[src/rtl/hplm_pkg.sv]
package hplm_pkg;

  typedef struct packed {
    logic        command;
    logic [7:0]  cell_rho;
    logic [6:0]  cell_theta;
    logic [15:0] cell_votes;
  } hplm_in_t;

  typedef struct packed {
    logic        peak_valid;
    logic [7:0]  peak_rho;
    logic [6:0]  peak_theta;
    logic [15:0] peak_votes;
    logic        last_peak;
  } hplm_out_t;

  typedef struct packed {
    logic [15:0] vote_threshold;
    logic [3:0]  window_radius;
    logic [4:0]  max_peaks;
    logic [8:0]  rho_bins_used;
    logic [7:0]  theta_bins_used;
  } hplm_cfg_t;

  localparam logic CMD_LOAD = 1'b0;
  localparam logic CMD_FIND = 1'b1;

  localparam logic [2:0] REG_THRESH = 3'd0;
  localparam logic [2:0] REG_RADIUS = 3'd1;
  localparam logic [2:0] REG_MAXPK  = 3'd2;
  localparam logic [2:0] REG_ROWS   = 3'd3;
  localparam logic [2:0] REG_COLS   = 3'd4;

endpackage

[src/rtl/hplm_regs.sv]
module hplm_regs
  import hplm_pkg::*;
(
  input  logic        clk_i,
  input  logic        rst_ni,
  input  logic        psel,
  input  logic        penable,
  input  logic        pwrite,
  input  logic [4:0]  paddr,
  input  logic [31:0] pwdata,
  output logic [31:0] prdata,
  output logic        pready,
  output hplm_cfg_t   cfg_o
);

  hplm_cfg_t cfg_q;
  logic [2:0] idx;

  assign idx    = paddr[4:2];
  assign pready = 1'b1;
  assign cfg_o  = cfg_q;

  always_ff @(posedge clk_i or negedge rst_ni) begin
    if (!rst_ni) begin
      cfg_q.vote_threshold  <= 16'd100;
      cfg_q.window_radius   <= 4'd2;
      cfg_q.max_peaks       <= 5'd10;
      cfg_q.rho_bins_used   <= 9'd256;
      cfg_q.theta_bins_used <= 8'd128;
    end else if (psel && penable && pwrite) begin
      unique case (idx)
        REG_THRESH: cfg_q.vote_threshold  <= pwdata[15:0];
        REG_RADIUS: cfg_q.window_radius   <= pwdata[3:0];
        REG_MAXPK:  cfg_q.max_peaks       <= pwdata[4:0];
        REG_ROWS:   cfg_q.rho_bins_used   <= pwdata[8:0];
        REG_COLS:   cfg_q.theta_bins_used <= pwdata[7:0];
        default: ;
      endcase
    end
  end

  always_comb begin
    prdata = '0;
    unique case (idx)
      REG_THRESH: prdata[15:0] = cfg_q.vote_threshold;
      REG_RADIUS: prdata[3:0]  = cfg_q.window_radius;
      REG_MAXPK:  prdata[4:0]  = cfg_q.max_peaks;
      REG_ROWS:   prdata[8:0]  = cfg_q.rho_bins_used;
      REG_COLS:   prdata[7:0]  = cfg_q.theta_bins_used;
      default: ;
    endcase
  end

endmodule

[config.mk]
export PLATFORM = sky130hd
export DESIGN_NAME = hplm_regs
export DESIGN_NICKNAME = d
export VERILOG_FILES = /design/src/rtl/hplm_pkg.sv /design/src/rtl/hplm_regs.sv
export SDC_FILE = /design/constraint.sdc
export NUM_CORES = 1
export LEC_CHECK = 0
export ABC_AREA = 1
export BUFFER_PORTS_ARGS = -buffer_cell sky130_fd_sc_hd__buf_4
export CAP_MARGIN = 0
export CORE_ASPECT_RATIO = 2
export CORE_MARGIN = 2
export CORE_UTILIZATION = 48
export DETAILED_ROUTE_END_ITERATION = 8
export PLACE_DENSITY = 0.85
export SYNTH_ARGS = -nofsm -noshare
export SYNTH_HDL_FRONTEND = slang
export SYNTH_SLANG_ARGS = --single-unit
[constraint.sdc]
create_clock -name clk_i -period 2.3 [get_ports clk_i]
set_input_delay 0.46 -clock clk_i [delete_from_list [all_inputs] [get_ports clk_i]]
set_output_delay 0.46 -clock clk_i [all_outputs]
set_load 0.005 [all_outputs]
==> key figures <==
Power
  • Worst vdd ir: 0.475 mV
  • Pwr per Cell Area: 729 mW/mm²
  • Leak: 1.60 nW

Clock tree
  • Post-CTS Setup Repair Bufs: 0
  • H-tree depth: 2
  • Hold_buf cts: 0
  • Clock root buffer master: clkbuf_8
  • Clock tree sinks: 42
  • Max Root-Sink Buffers: 2
  • CTS tree: yes
  • Worst skew pair latency: 0.30 ns
  • Total CTS buffers: 5
  • # resized after CTS: 0
  • CTS clock-pin slew for the worst setup and hold paths: 0.08 ns

Floorplan
  • Site Rows: 35
  • # IOs: 117
  • Die area: 0.00522 mm²
  • Core ar.: 0.00451 mm²
  • Starting Density: 0.492
  • Horiz. Die Dim: 52.1 µm
  • Die height: 100 µm

Timing
  • Setup WS post-layout: 0.383 ns
  • Fmax achieved: 522 MHz
  • Final Cycle Share: 0.833
  • RSZ-0062 raised after global routing: false
  • Hold Fails Final Rpt: 0
  • Final Skew: 0 ns
  • Tmin final: 1.92 ns
  • Endpoints failing setup: 0
  • Slew Limit Headroom: 0.649
  • Slew Limit Fails: 0
  • Setup TNS: 0 ns
  • Slew of the pin with the lowest slew margin: 0.526 ns
  • Hold slack: 0.135 ns

Final layout
  • P&R area growth vs syn: 29.4%
  • Nets: 400
  • Filler cell count: 388
  • Most frequent cells in the layout: nand2_1 (96), buf_4 (85), o21ai_0 (43)
  • Leading cell type in the layout, fill and taps excluded: nand2_1
  • Inserted Diodes: 0
  • Share of cells above drive strength 1: 0.306
  • Largest register FFs: 42

Placed design
  • Buffers added on ports: 81
  • Place WS: 0.404 ns
  • Final GP Congestion: 0.882
  • Detailed placement HPWL: 4220 µm

Routing
  • Initial DRC count: 44
  • Vias per cell: 5.11
  • Total Wirelength: 5690 µm
  • Routed length per placed instance: 13.8 µm
  • Post-route ant nets: 0
  • Via Count: 2115
  • # DRC: 0
  • Pre-antenna DRT Iters: 4

Job
  • Max_cap viols: 0

GRT
  • Grt total ovfl: 0
  • Overall global routing resource usage: 0.231
  • Global-route wire length before repair: 9020 µm
  • Largest net degree at the start of global routing: 43
  • Number of global-route vias before repair: 1996
  • Initial antenna violation count: 0

Worst setup path
  • Critical path class: in -> out
  • Worst flop-to-flop path startpoint: cfg_o[28]$_DFFE_PN1P_
  • CP Data Required Time: 1.84 ns
  • R2R cell count: 2
  • Worst reg-to-reg setup slack: 1.46 ns
  • Crit end category: output port
  • CP max FO: 10
  • Worst path arrival time: 1.46 ns
  • Reg-to-Reg End: cfg_o[28]$_DFFE_PN1P_
  • Startpoint Class: primary input

Synthesis
  • Dominant cell type by area after synthesis: dfrtp_1
  • Synth unique cells: 22
  • Synthesized cell area: 0.00222 mm²
  • Sequential-to-total area share from yosys stat: 0.478
  • Synth warnings: 0
  • Avg Inst Size Synth: 7.96 µm²
  • Register bit count reported by yosys: 42
  • Post-Syn Instances: 279
  • Synth top area share: 0.383
  • Top post-synthesis cells by area: dfrtp_1 (38%), nand2_1 (16%), o21ai_0 (9.7%), dfstp_2 (9.5%), buf_4 (6.1%)

Min path
  • Hold Path Class: in -> async

Run status
  • Status: finished clean
-- worst max-delay path: stages --
cell	delay, ns
buf_4	0.16
inv_4	0.13
nand3_1	0.25
inv_1	0.20
nand2_1	0.07
nand3_1	0.09
buf_4	0.11
-- power by group --
group | internal [mW] | switching [mW] | total (mW) | leakage (nW)
clock network | 0.242 | 0.255 | 0.498 | 0.0482
logic | 0.304 | 0.267 | 0.571 | 1.05
registers | 0.909 | 0.116 | 1.02 | 0.505
total | 1.46 | 0.638 | 2.09 | 1.60
-- cell usage after synthesis --
library cell and count:
inv_1 20, buf_4 18, clkbuf_1 2, nor2_2 2, dfrtp_1 34, buf_2 5
buf_6 3, o21ai_0 43, nor2_1 16, nand2_1 96, nor2_8 2, dfstp_2 8
nand3_2 1, nand4_1 4, conb_1 2, inv_4 1, o22ai_1 1, nand2_4 1
nand3b_4 1, nand3_1 16, nor2_4 2, o21ai_1 1
-- worst max path at each step --
| stage | depth (start not counted) | from | slack [ns] | endpoint |
|---|---|---|---|---|
| final | 7 | paddr[4] | 0.38 | prdata[7] |
| after global routing | 7 | paddr[4] | 0.28 | prdata[7] |
| after CTS | 7 | paddr[4] | 0.40 | prdata[7] |
| after detailed placement | 7 | paddr[4] | 0.40 | prdata[7] |
| after global placement | 7 | paddr[4] | 0.42 | prdata[7] |
| after floorplan | 6 | paddr[3] | 0.66 | prdata[6] |
-- through the flow --
stage / cell area (µm²) / power, mW / std cells / util
2_1_floorplan: 2280 / 1.24 / 294 / -
3_3_place_gp: 2780 / 1.58 / 406 / 0.617
3_5_place_dp: 2780 / 1.61 / 406 / 0.617
4_1_cts: 2870 / 2.11 / 414 / 0.637
5_1_grt: 2870 / 2.22 / 414 / 0.637
6_report: 2870 / 2.09 / 414 / 0.637
-- metal layers --
layer	part of all wire	routed length, µm	track usage
met1	0.39	2250	0.283
met4	0.020	116	0.119
met3	0.070	401	0.0417
met5	0	0	0
met2	0.51	2930	0.378
-- cell type report --
cell class                 count  area [µm²]  area share
clock inverter                 1        5.00     0.00174
sequential                    42        1060       0.369
multi-input combinational    203         932       0.324
clock buffer                   7        86.3      0.0301
timing repair buffer          85         638       0.222
inverter                      21        81.3      0.0283
tap                           55        68.8      0.0240
-- logic make-up (layout without fill, tap and decap cells) --
logic type | Yosys count | after routing | synth area share
AND/OR/NAND/NOR | 141 | 141 | 0.289
buffers and inverters | 49 | 114 | 0.127
AO/OA/AOI/OAI | 45 | 45 | 0.102
flip-flops | 42 | 42 | 0.478
other | 2 | 17 | 0.00338
No activity file was read; power rests on OpenSTA's default activity.
